<file path="config.mk">
export PLATFORM = sky130hd
export DESIGN_NAME = lrgd_div
export DESIGN_NICKNAME = d
export VERILOG_FILES = /design/src/rtl/lrgd_pkg.sv /design/src/rtl/lrgd_div.sv
export SDC_FILE = /design/constraint.sdc
export NUM_CORES = 1
export LEC_CHECK = 0
export ABC_CLOCK_PERIOD_IN_PS = 5700
export BUFFER_PORTS_ARGS = -buffer_cell sky130_fd_sc_hd__buf_2
export CAP_MARGIN = 10
export CORE_MARGIN = 4
export CORE_UTILIZATION = 53
export DETAILED_ROUTE_END_ITERATION = 8
export GPL_TIMING_DRIVEN = 0
export PLACE_DENSITY = 0.86
export SYNTH_ARGS = -nofsm -noshare
export SYNTH_HDL_FRONTEND = slang
export SYNTH_SLANG_ARGS = --single-unit
</file>
<file path="constraint.sdc">
create_clock -name clk_i -period 5.7 [get_ports clk_i]
set_input_delay 0.285 -clock clk_i [delete_from_list [all_inputs] [get_ports clk_i]]
set_output_delay 0.285 -clock clk_i [all_outputs]
set_load 0.02 [all_outputs]
</file>
<file path="src/rtl/lrgd_pkg.sv">
// Package for the linear regression gradient descent block.
// Holds reset values, field widths and the saturating fixed-point helpers.
// No dependencies.
`timescale 1ns / 1ps
package lrgd_pkg;

  localparam int unsigned VAL_W    = 48;
  localparam int unsigned LR_W     = 33;
  localparam int unsigned ITER_W   = 20;
  localparam int unsigned PROD_W   = 112;

  localparam int unsigned DEF_MAX_SAMPLES = 256;
  localparam int unsigned DEF_N_COEF      = 4;

  localparam logic [LR_W-1:0]   LR_RESET   = 33'd429496730;
  localparam logic [ITER_W-1:0] ITER_RESET = 20'd100000;
  localparam logic [LR_W-1:0]   TOL_RESET  = 33'd4295;

  localparam logic [1:0] CFG_STEP_SIZE = 2'd0;
  localparam logic [1:0] CFG_MAX_ITER  = 2'd1;
  localparam logic [1:0] CFG_TOLERANCE = 2'd2;

  localparam logic [1:0] KIND_FEATURE = 2'd0;
  localparam logic [1:0] KIND_TARGET  = 2'd1;
  localparam logic [1:0] KIND_WEIGHT  = 2'd2;
  localparam logic [1:0] KIND_START   = 2'd3;

  localparam logic signed [65:0] MAX48 = (66'sd1 <<< 47) - 66'sd1;
  localparam logic signed [65:0] MIN48 = -(66'sd1 <<< 47);
  localparam logic signed [65:0] MAX64 = (66'sd1 <<< 63) - 66'sd1;
  localparam logic signed [65:0] MIN64 = -(66'sd1 <<< 63);

  function automatic logic [47:0] sat48(input logic signed [65:0] s);
    logic [47:0] r;
    if (s > MAX48) r = 48'h7FFF_FFFF_FFFF;
    else if (s < MIN48) r = 48'h8000_0000_0000;
    else r = s[47:0];
    return r;
  endfunction

  function automatic logic [63:0] sat64(input logic signed [65:0] s);
    logic [63:0] r;
    if (s > MAX64) r = 64'h7FFF_FFFF_FFFF_FFFF;
    else if (s < MIN64) r = 64'h8000_0000_0000_0000;
    else r = s[63:0];
    return r;
  endfunction

  function automatic logic [47:0] abs48(input logic [47:0] v);
    return v[47] ? (48'd0 - v) : v;
  endfunction

  function automatic logic [63:0] abs64(input logic [63:0] v);
    return v[63] ? (64'd0 - v) : v;
  endfunction

endpackage

</file>
<file path="src/rtl/lrgd_div.sv">
// Restoring divider, 64-bit dividend by a narrow divisor, one quotient bit a cycle.
// Uses lrgd_pkg only through the common import.
`timescale 1ns / 1ps
module lrgd_div import lrgd_pkg::*; #(
  parameter int unsigned DW = 9
) (
  input  logic          clk_i,
  input  logic          rst_ni,
  input  logic          start_i,
  input  logic [63:0]   dividend_i,
  input  logic [DW-1:0] divisor_i,
  output logic          done_o,
  output logic [63:0]   quot_o
);

  logic [63:0]   quot_q;
  logic [DW-1:0] rem_q, div_q;
  logic [5:0]    cnt_q;
  logic          busy_q, done_q;
  logic [DW:0]   r_sh, r_sub;
  logic          fit;

  assign r_sh  = {rem_q, quot_q[63]};
  assign r_sub = r_sh - {1'b0, div_q};
  assign fit   = (r_sh >= {1'b0, div_q});

  always_ff @(posedge clk_i or negedge rst_ni) begin
    if (!rst_ni) begin
      busy_q <= 1'b0;
      done_q <= 1'b0;
      cnt_q  <= 6'd0;
    end else if (start_i) begin
      busy_q <= 1'b1;
      done_q <= 1'b0;
      cnt_q  <= 6'd0;
    end else if (busy_q) begin
      cnt_q <= cnt_q + 6'd1;
      if (cnt_q == 6'd63) begin
        busy_q <= 1'b0;
        done_q <= 1'b1;
      end
    end else begin
      done_q <= 1'b0;
    end
  end

  always_ff @(posedge clk_i) begin
    if (start_i) begin
      quot_q <= dividend_i;
      rem_q  <= '0;
      div_q  <= divisor_i;
    end else if (busy_q) begin
      rem_q  <= fit ? r_sub[DW-1:0] : r_sh[DW-1:0];
      quot_q <= {quot_q[62:0], fit};
    end
  end

  assign done_o = done_q;
  assign quot_o = quot_q;

endmodule

</file>
Word-level counts from Yosys, hierarchy flattened:

Cells that the tools add are included.
Widths: inputs -> output; s select.

* output and inout port bits: 65
* flip-flop bits (word level): 90
* input port bits: 76

* order comparisons: 1
* reductions and logical operators: 1
* mux-type cells: 11
* equality and inequality tests: 2
* add/sub/neg operators: 2

Operators by type and width (count)
* $mux 64: 2
* $mux 6: 2
* $ge 10x9->1: 1
* $mux 9: 1
* $sub 9x9->9: 1
* $add 6x1->6 const B: 1
* $eq 6x6->1 const B: 1
* $mux 1: 6
* $ne 3x2->1 const B: 1
* $reduce_bool 2->1: 1

Logic depth before layout (Yosys ltp):

* depth after elaboration: 4
* gate-level depth with buffers: 10
* mapped depth without buffers: 9

Least setup slack after synthesis:

Ideal clock, no wire load.

* path type: register to register
* start point: reg quot_q[63] (netlist: quot_o[63])
* end point: reg quot_q[0] (netlist: quot_o[0]), data pin
* period minus slack after synthesis: 2.570 ns
* setup time: 0.260 ns
* cell stages (with the launch flop): 10
* data arrival time: 2.310 ns
* setup slack: 3.130 ns
* cells stage by stage: edfxtp_1 > inv_1 > ha_1 > inv_1 > fa_1 > a21o_1 > a221oi_4 > o211ai_2 > buf_6 > mux2_2

* cells in the longest elaborated chain, start to end: 3

Ends and longest elaborated chain
* start: declaration: RTL line lrgd_div.sv:16 `logic [63:0] quot_q;`
* start signal: assignment: RTL line lrgd_div.sv:49 `quot_q <= dividend_i;`
* start signal: assignment: RTL line lrgd_div.sv:54 `quot_q <= {quot_q[62:0], fit};`
* $ge 10x9->1: RTL line lrgd_div.sv:25 `assign fit = (r_sh >= {1'b0, div_q});`
* $mux 64: RTL line lrgd_div.sv:52 `end else if (busy_q) begin`
* $mux 64: RTL line lrgd_div.sv:48 `if (start_i) begin`

No other way between the ends. The select of a mux whose other input is x is not followed.
A chain may end at the register's enable or synchronous reset.

Final worst setup path:

Ends and elaborated chain as after synthesis.

==> results.json <==
{
  "hold_start": "divisor_i[6]",
  "worstSetupPathType": "reg2reg",
  "worst_pin_slew_ps": 865,
  "final.min_clock_period_ps": 2690,
  "synth_edf_count": 73,
  "wire_per_inst_um": 16.9,
  "setup_tns_ps": 0,
  "crit_path_end": "quot_o[0]",
  "yosys.area_share.simple": 0.0597,
  "grt_pass1_vias": 3140,
  "path_clk_slew_ps": 100,
  "worstRegToRegCells": 9,
  "antenna_cells": 0,
  "yosysUniqueCellTypes": 51,
  "use_met1": 0.239,
  "grt.busiest_layer": "met2",
  "hold_path.class": "in2reg",
  "cp.required_ps": 5830,
  "min_path_cells": 1,
  "setup_viol": 0,
  "synth_area_leaders": "edfxtp_1 (52%), mux2_2 (17%), dfrtp_1 (4.7%)",
  "powerDensity_nw_per_um2": 358,
  "synth_top_family_by_area": "multiplexers",
  "grt_pass1_wl_um": 15000,
  "area_growth_pct": 24.5,
  "met2_usage": 0.324,
  "drtIter0Drc": 102,
  "initial_utilization": 0.547,
  "cts.htree.levels": 3,
  "numPortBuffers": 140,
  "drtAntennaViolNets": 0,
  "grt_max_degree": 65,
  "fp.dieW_um": 97.6,
  "synthXorXnorAreaFrac": 0.0165,
  "critPathCaptureType": "flip-flop",
  "met3_usage": 0.0639,
  "dpl.cell_count": 529,
  "cts_resized": 0,
  "cts_setup_buffers": 0,
  "ir_drop_uv": 202,
  "avgSynthCellArea_um2": 14.8,
  "hold_viol": 0,
  "drt_wl_total_um": 9210,
  "final_max_slew_viol_count": 0,
  "io_pins": 141,
  "cp-startpoint": "quot_o[63]",
  "skew_ps": 13.0,
  "fin_crit_sh": 0.472,
  "ys_ff_latch": 90,
  "cts_tree": "yes",
  "ys.flop_type": "edfxtp_1",
  "dp_hpwl_um": 6910,
  "synthMuxAreaShare": 0.190,
  "cp_data_arrival_time_ps": 2810,
  "critPathLaunchType": "flip-flop",
  "die_area_um2": 9520,
  "hold_ws_ps": 92.5,
  "grtUsageTotal": 0.197,
  "fmax_mhz": 372,
  "final_cell_mix": "buf_2 (141), edfxtp_1 (73), mux2_2 (65)",
  "cts_made_buffers": 9,
  "die_h_um": 97.6,
  "drcViolationCount": 0,
  "synth_nets": 374,
  "synth_warnings": 0,
  "synth_compound_area_frac": 0.0671,
  "dr.pass1.iters": 4,
  "p_leak_uw": 0.00229,
  "max_cap_viol_count": 0,
  "syn_area_um2": 4250,
  "power_uw": 1890,
  "reg2reg_to": "quot_o[0]",
  "synth_fa_ha_area_frac": 0.0341,
  "grt_overflow_total": 0,
  "ys_seq_area_frac": 0.605,
  "crit_fanout": 10,
  "mostFrequentLayoutCell": "buf_2",
  "gp_congestion": 0.814,
  "antenna_found_initial": 0,
  "dr_total_vias": 2919,
  "cts_sinks": 90,
  "cts-root-buf": "clkbuf_8",
  "core_area_um2": 7770,
  "r2r-start": "quot_o[63]",
  "viasPerCell": 5.35,
  "synthArstFlopShare": 0.0889,
  "finalNetCount": 526,
  "final_cells": 546,
  "rows": 32,
  "rsz0062_at_grt": "false",
  "clk_latency_ps": 360,
  "reg2reg_slack_ps": 3010,
  "netlist.area_leader.share": 0.516,
  "clockBufferDepth": 2,
  "hold_buffers": 1,
  "slew_headroom": 0.423,
  "syn_inst": 287,
  "outcome": "finished clean",
  "synth_top_area_cell": "edfxtp_1",
  "final_layout_size_suffix_gt1_frac": 0.523
}
==> kinds of logic (layout without fill, tap and decap cells) <==
| logic type | after synthesis | count (layout) |
|---|---|---|
| xor+xnor | 8 | 8 |
| flops | 90 | 90 |
| compound gates | 34 | 34 |
| fa+ha+maj | 11 | 11 |
| simple gates | 45 | 45 |
| buf+inv | 27 | 184 |
| mux | 72 | 72 |
==> routing by layer <==
layer,up-vias,wire (um)
met5,-,0
met4,0,185
met3,13,730
met2,116,4680
met1,1396,3620
li1,1394,-
==> where the power goes <==
group / switching, uW / internal, uW
clock network: 236 / 208
logic: 312 / 272
registers: 58.0 / 806
total: 606 / 1290
==> stage by stage <==
stage | setup WS, ps | util | cell area, um^2
2_1_floorplan | 3130 | - | 4250
3_3_place_gp | 2530 | 0.654 | 5080
3_5_place_dp | 3010 | 0.654 | 5080
4_1_cts | 3000 | 0.681 | 5290
5_1_grt | 2860 | 0.681 | 5290
6_report | 3010 | 0.681 | 5290
==> worst max-delay path: stages (launching register included) <==
cell and delay [ps]:
edfxtp_1 420, inv_1 110, ha_1 190, inv_1 60
fa_1 410, a21o_1 230, a221oi_4 390, o211ai_2 180
buf_6 190, mux2_2 260
==> worst min path at each step <==
stage / slack (ps) / end
2_1_floorplan: -10 / busy_q
3_5_place_dp: 140 / done_o
3_3_place_gp: 130 / done_o
5_1_grt: 80 / div_q[5]
4_1_cts: 90 / div_q[6]
6_report: 90 / div_q[6]
==> flip-flops by register name (all words and copies together) (netlist names) <==
register,cells
busy_q,1
cnt_q,6
div_q,9
done_o,1
quot_o,64
rem_q,9
==> Yosys cell counts (3+ instances only) <==
library cell / count
o21ai_0: 4
mux2_2: 65
a21o_1: 5
xor2_1: 5
clkbuf_1: 10
ha_1: 10
edfxtp_1: 73
nand3_1: 3
nand2b_1: 4
dfxtp_1: 9
dfrtp_1: 8
nor2_1: 13
nand2_1: 5
a211oi_1: 4
a21oi_1: 4
nor2b_1: 3
mux2i_1: 6
xnor2_1: 3
inv_1: 12
==> area by class of cell <==
type	instances	area (um^2)
fillers	567	2470
clock buffers	10	128
repair buffers	141	711
well taps	102	128
multi-input cells	170	1560
plain buffers	15	72.6
clock inverters	6	72.6
inverters	12	45.0
flip-flops and latches	90	2570
Note: power is estimated with default switching activity, not from simulation.
