--- src/rtl/lrgd_pkg.sv ---
// Package for the linear regression gradient descent block.
// Holds reset values, field widths and the saturating fixed-point helpers.
// No dependencies.
`timescale 1ns / 1ps
package lrgd_pkg;

  localparam int unsigned VAL_W    = 48;
  localparam int unsigned LR_W     = 33;
  localparam int unsigned ITER_W   = 20;
  localparam int unsigned PROD_W   = 112;

  localparam int unsigned DEF_MAX_SAMPLES = 256;
  localparam int unsigned DEF_N_COEF      = 4;

  localparam logic [LR_W-1:0]   LR_RESET   = 33'd429496730;
  localparam logic [ITER_W-1:0] ITER_RESET = 20'd100000;
  localparam logic [LR_W-1:0]   TOL_RESET  = 33'd4295;

  localparam logic [1:0] CFG_STEP_SIZE = 2'd0;
  localparam logic [1:0] CFG_MAX_ITER  = 2'd1;
  localparam logic [1:0] CFG_TOLERANCE = 2'd2;

  localparam logic [1:0] KIND_FEATURE = 2'd0;
  localparam logic [1:0] KIND_TARGET  = 2'd1;
  localparam logic [1:0] KIND_WEIGHT  = 2'd2;
  localparam logic [1:0] KIND_START   = 2'd3;

  localparam logic signed [65:0] MAX48 = (66'sd1 <<< 47) - 66'sd1;
  localparam logic signed [65:0] MIN48 = -(66'sd1 <<< 47);
  localparam logic signed [65:0] MAX64 = (66'sd1 <<< 63) - 66'sd1;
  localparam logic signed [65:0] MIN64 = -(66'sd1 <<< 63);

  function automatic logic [47:0] sat48(input logic signed [65:0] s);
    logic [47:0] r;
    if (s > MAX48) r = 48'h7FFF_FFFF_FFFF;
    else if (s < MIN48) r = 48'h8000_0000_0000;
    else r = s[47:0];
    return r;
  endfunction

  function automatic logic [63:0] sat64(input logic signed [65:0] s);
    logic [63:0] r;
    if (s > MAX64) r = 64'h7FFF_FFFF_FFFF_FFFF;
    else if (s < MIN64) r = 64'h8000_0000_0000_0000;
    else r = s[63:0];
    return r;
  endfunction

  function automatic logic [47:0] abs48(input logic [47:0] v);
    return v[47] ? (48'd0 - v) : v;
  endfunction

  function automatic logic [63:0] abs64(input logic [63:0] v);
    return v[63] ? (64'd0 - v) : v;
  endfunction

endpackage

--- src/rtl/lrgd_mul.sv ---
// Iterative unsigned multiplier, 64 by 48 bits, one 16-bit digit per cycle.
// Uses lrgd_pkg for the product width.
`timescale 1ns / 1ps
module lrgd_mul import lrgd_pkg::*; (
  input  logic              clk_i,
  input  logic              rst_ni,
  input  logic              start_i,
  input  logic [63:0]       a_i,
  input  logic [47:0]       b_i,
  output logic              done_o,
  output logic [PROD_W-1:0] prod_o
);

  logic [63:0]       a_q;
  logic [47:0]       b_q;
  logic [PROD_W-1:0] acc_q;
  logic [1:0]        cnt_q;
  logic              busy_q, done_q;
  logic [79:0]       part;
  logic [PROD_W-1:0] part_sh;

  assign part    = a_q * b_q[15:0];
  assign part_sh = {32'd0, part} << {cnt_q, 4'd0};

  always_ff @(posedge clk_i or negedge rst_ni) begin
    if (!rst_ni) begin
      busy_q <= 1'b0;
      done_q <= 1'b0;
      cnt_q  <= 2'd0;
    end else if (start_i) begin
      busy_q <= 1'b1;
      done_q <= 1'b0;
      cnt_q  <= 2'd0;
    end else if (busy_q) begin
      cnt_q <= cnt_q + 2'd1;
      if (cnt_q == 2'd2) begin
        busy_q <= 1'b0;
        done_q <= 1'b1;
      end
    end else begin
      done_q <= 1'b0;
    end
  end

  always_ff @(posedge clk_i) begin
    if (start_i) begin
      a_q   <= a_i;
      b_q   <= b_i;
      acc_q <= '0;
    end else if (busy_q) begin
      acc_q <= acc_q + part_sh;
      b_q   <= {16'd0, b_q[47:16]};
    end
  end

  assign done_o = done_q;
  assign prod_o = acc_q;

endmodule

--- config.mk ---
export PLATFORM = sky130hd
export DESIGN_NAME = lrgd_mul
export DESIGN_NICKNAME = d
export VERILOG_FILES = /design/src/rtl/lrgd_pkg.sv /design/src/rtl/lrgd_mul.sv
export SDC_FILE = /design/constraint.sdc
export NUM_CORES = 2
export LEC_CHECK = 0
export ABC_AREA = 1
export BUFFER_PORTS_ARGS = -buffer_cell sky130_fd_sc_hd__buf_2
export CORE_UTILIZATION = 50
export DETAILED_ROUTE_END_ITERATION = 6
export PLACE_DENSITY_LB_ADDON = 0.1
export SYNTH_ARGS = -nofsm -noshare
export SYNTH_HDL_FRONTEND = slang
export SYNTH_SLANG_ARGS = --single-unit
--- constraint.sdc ---
create_clock -name clk_i -period 9.9 [get_ports clk_i]
set_input_delay 1.98 -clock clk_i [delete_from_list [all_inputs] [get_ports clk_i]]
set_output_delay 1.98 -clock clk_i [all_outputs]
set_load 0.01 [all_outputs]
# After elaboration in Yosys (flattened, before gate mapping)
# Index checks and enable logic that the tools add are counted.
# word_totals
wordCells,23
mem_bits_rw,0
n_memories,0
romBits,0
out_inout_bits,113
ff_bits,228
latchBits,0
# classes
n_eq_ne,2
n_mux,10
shift,1
multipliers,1
n_reduce_logical,1
n_lt_le_gt_ge,0
bitwise_logic,0
addsub,2
div_mod_pow,0
# ops
cell,count
adder 112 bit,1
<< shifter 80 x 6 -> 112 bit,1
2-to-1 mux 48 bit,2
multiplier 64 x 16 -> 80 bit,1
2-to-1 mux 1 bit,6
2-to-1 mux 2 bit,2
inequality test 3 x 2 -> 1 bit (second input constant),1
adder 2 x 1 -> 2 bit (second input constant),1
== test 2 bit (second input constant),1
nonzero test 2 bit,1

# Depth between registers and ports, before layout
# depth
word_depth,4
mapped_depth,49
depth_no_buf,47

# Worst setup path before layout
# No wires, ideal clock.
# synth_timing
path_kind,register to register
startpoint,register b_q[1]
endpoint,register acc_q[88] (netlist: prod_o[88])
stages_incl_launch_ff,42
path_slack_ns,2.342
synth_period_minus_slack_ns,7.558
n_path_buf,2
setup_ns,0.119
required_time_ns,9.781
arrival_ns,7.439
cell_sequence,edfxtp_1 > clkbuf_1 > buf_1 > nand2_1 > fa_1 > inv_1 > fa_1 > inv_1 > fa_1 > inv_1 > fa_1 > fa_1 > inv_1 > fa_1 > inv_1 > ha_1 > a21oi_1 > inv_1 > [6 not listed] > a21oi_2 > xor2_1 > o21ai_1 > nand2_1 > o21ai_1 > ha_1 > nand2_1 > nor2_1 > inv_1 > nor2_1 > inv_1 > nor4_2 > nand3b_1 > nand3_1 > a21o_1 > a21oi_1 > o21ai_0 > nand2_1
# synth_via
elab_chain_cells,3
# synth_lines
element,line_no,text
from (decl),lrgd_mul.sv:15,logic [47:0] b_q;
from (signal assigned),lrgd_mul.sv:48,b_q <= b_i;
from (signal assigned),lrgd_mul.sv:52,"b_q <= {16'd0, b_q[47:16]};"
multiplier 64 x 16 -> 80 bit,lrgd_mul.sv:22,assign part = a_q * b_q[15:0];
<< shifter 80 x 6 -> 112 bit,lrgd_mul.sv:23,"assign part_sh = {32'd0, part} << {cnt_q, 4'd0};"
adder 112 bit,lrgd_mul.sv:51,acc_q <= acc_q + part_sh;
to (signal assigned),lrgd_mul.sv:51,
to (decl),lrgd_mul.sv:16,logic [PROD_W-1:0] acc_q;
# Every way passes these cells.
# A chain may end at the register's enable or synchronous reset.

# Final worst setup path
# layout_timing
startpoint,register b_q[4]
endpoint,register acc_q[65] (netlist: prod_o[65])
# Same word-level chain as after synthesis.

==> flow_summary.ini <==
[placement]
numPortBuffers = 227
dp_hpwl_um = 159000
gp_congestion = 1.06

[setup_path]
cp.arrival_ns = 10.13
crit_slowest_cell = fa_1
cp_common_cell = inv_1
cp_slowest_stage_delay_ns = 0.53
critPathLaunchType = register
worstPathMaxFanout = 46
path_class = reg -> reg
crit_path_end_kind = register
worstPathRequired_ns = 10.48

[detailed_routing]
drc = 0
drt_first_pass_iters = 6
vias = 48188
drtIter0Drc = 4167
via_per_inst = 5.38
routed_wl_um = 187000
ant_nets = 0
wl_per_cell_um = 20.9

[finish]
multi_input_area_um2 = 38600
nets = 8803
fill_cells = 10180
seqCellArea_um2 = 5710
synthToLayoutAreaGrowth_pct = 8.67
drive_gt1_share_pct = 8.67

[global_route]
gr-total-overflow = 0
grt.met3_usage_pct = 4.16
grtUsageMet1_pct = 48.5
grt_max_degree = 93
busiest_layer = met2
grt_pass1_wl_um = 291000
met2_usage_pct = 59.4
grt_pass1_vias = 48354
antenna_found_initial = 4
grtUsageTotal_pct = 36.1

[sta]
max_freq_mhz = 105
fin_setup_tns_ns = 0
setup_violations = 0
worstMarginPinSlew_ns = 1.23
rsz0062_at_grt = no
period_share_pct = 96.5
hold_violations = 0
fin_skew_ns = 0.0439
relSlewSlack_pct = 17.8
slew_violations = 0
period_needed_ns = 9.55

[run_status]
outcome = finished, final reports clean

[die]
dieWidth_um = 324
fp.dieArea_um2 = 105000
dieHeight_um = 324
start_util_pct = 50.8
core-area_um2 = 102000
ios = 228
num_rows = 117

[synth]
ys_async_sr_fraction_pct = 1.75
synth_mux_area_share_pct = 0.135
synth_compound_area_share_pct = 9.92
synth_common_cells = nand2_1, inv_1, fa_1, nor2_1, a21oi_1
ys_warn_count = 0
synth-xor-area-share_pct = 0.944
syn_inst = 7414
synth_top_area_share_pct = 33.4
synth_edf_count = 112
mappedNetlistArea_um2 = 52000
netlist_top_cells_area = fa_1, nand2_1, inv_1, edfxtp_1, ha_1
synth_most_common_cell = nand2_1
synth-simple-area-share_pct = 23.3
yosys.area.top_type = fa_1
ys_seq_area_share_pct = 11.0
synth_top_family_by_area = adder cells
syn-num-nets = 8660
synth-main-ff-cell = edfxtp_1
synth_cell_types = 59
synthAdderAreaFrac_pct = 39.8
syn_area_per_cell_um2 = 7.01
synth-seq-cells = 228

[clock_tree]
clockRootBuffer = clkbuf_16
clock_latency_ns = 0.69
clockBufferDepth = 3
numCtsBuffers = 31
cts.htree.levels = 1
tritoncts = yes
cts_hold_buf = 0
clkTransAtPathRegs_ns = 0.07
cts.sinks = 228

[min_path]
hold_path_class = reg -> reg

[flow_run]
maxCapViolations = 0
## flip-flops by register name (all words and copies together), names as in the netlist
signal / count
done_o: 1
b_q: 48
busy_q: 1
cnt_q: 2
a_q: 64
prod_o: 112
## timing repair
| item | 4_1_cts | 5_1_grt |
|---|---|---|
| setup endpoints to repair | 0 | 10 |
| buffers inserted | 0 | 28 |
| resized for setup | 0 | 11 |
## metrics by stage
| step | setup slack, ns | hold slack, ns | utilization [%] | instances | instance area (um2) |
|---|---|---|---|---|---|
| final | 0.349 | 0.478 | 55.2 | 8950 | 56500 |
| after global routing | 0.00700 | 0.496 | 55.2 | 8950 | 56500 |
| after CTS | 0.339 | 0.479 | 54.9 | 8921 | 56200 |
| after detailed placement | 0.361 | 0.469 | 53.8 | 8864 | 55100 |
| after global placement | 0.261 | 0.458 | 53.8 | 8864 | 55100 |
| after floorplan | 2.34 | 0.487 | - | 7414 | 52000 |
## critical path, delay by kind of cell (launching register included)
family | cells | cell delay (ns)
fa+ha+maj | 8 | 3.93
simple gates | 13 | 2.21
compound gates | 7 | 1.43
buf+inv | 10 | 1.00
xor+xnor | 1 | 0.46
flops | 1 | 0.42
## layer usage
layer	wire length (um)	share of wire (%)
met1	77800	42
met2	87300	47
met3	13200	7.1
met4	8900	4.8
met5	0	0
## cell type report
class                   count  area share [%]
multi-input cells        5125            68.3
inverters                1755            11.7
well taps                1368            3.03
repair buffers            416            4.99
clock buffers              38            1.49
flip-flops and latches    228            10.1
clock inverters            19           0.406
diodes                      1         0.00443
## final timing paths
| check | from | endpoint | slack [ns] | depth (start not counted) |
|---|---|---|---|---|
| setup reg to reg | b_q[4] | prod_o[65] | 0.35 | 39 |
| min in group asynchronous | rst_ni | cnt_q[0] | 1.10 | 1 |
| hold / removal | prod_o[110] | prod_o[110] | 0.48 | 2 |
| hold reg to reg | prod_o[110] | prod_o[110] | 0.48 | 2 |
| setup / recovery | b_q[4] | prod_o[65] | 0.35 | 39 |
| max in group asynchronous | rst_ni | cnt_q[1] | 8.61 | 1 |
## cells by family (layout without fill, tap and decap cells)
family,Yosys count,in the layout
AND/OR/NAND/NOR,3002,3002
buffers and inverters,2061,2228
adder cells (fa/ha/maj),1131,1131
AO/OA/AOI/OAI,929,929
flip-flops,228,228
XOR/XNOR,56,56
multiplexers,7,7
other,0,1
## cell usage in the layout (no fill, tap or decap), types with 13 or more instances in the layout
cell type  Yosys  final
nor2_1       543    538
o21ai_1       58     59
nor3_1        30     30
buf_2          6    226
nand3_2       12     13
nand4_1       26     26
nand2_2       30     30
nand2_1     2068   2068
buf_12         0     21
a31oi_1       16     16
a21o_1        39     39
a21oi_2       15     15
fa_1         867    867
xor2_1        28     27
a21boi_0      14     13
xnor2_1       28     28
clkbuf_16      0     31
nor2_2        36     39
dfxtp_1      112    112
o21bai_1      36     36
nand3_1      197    196
inv_2         33     37
ha_1         264    262
a21oi_1      374    374
inv_1       1719   1715
edfxtp_1     112    112
buf_4          0    169
o21ai_0      319    318
o21a_1        16     16
Power is left out: the tool's default activity adds up to more than one toggle a clock period on the data nets, which glitch-free logic cannot reach.
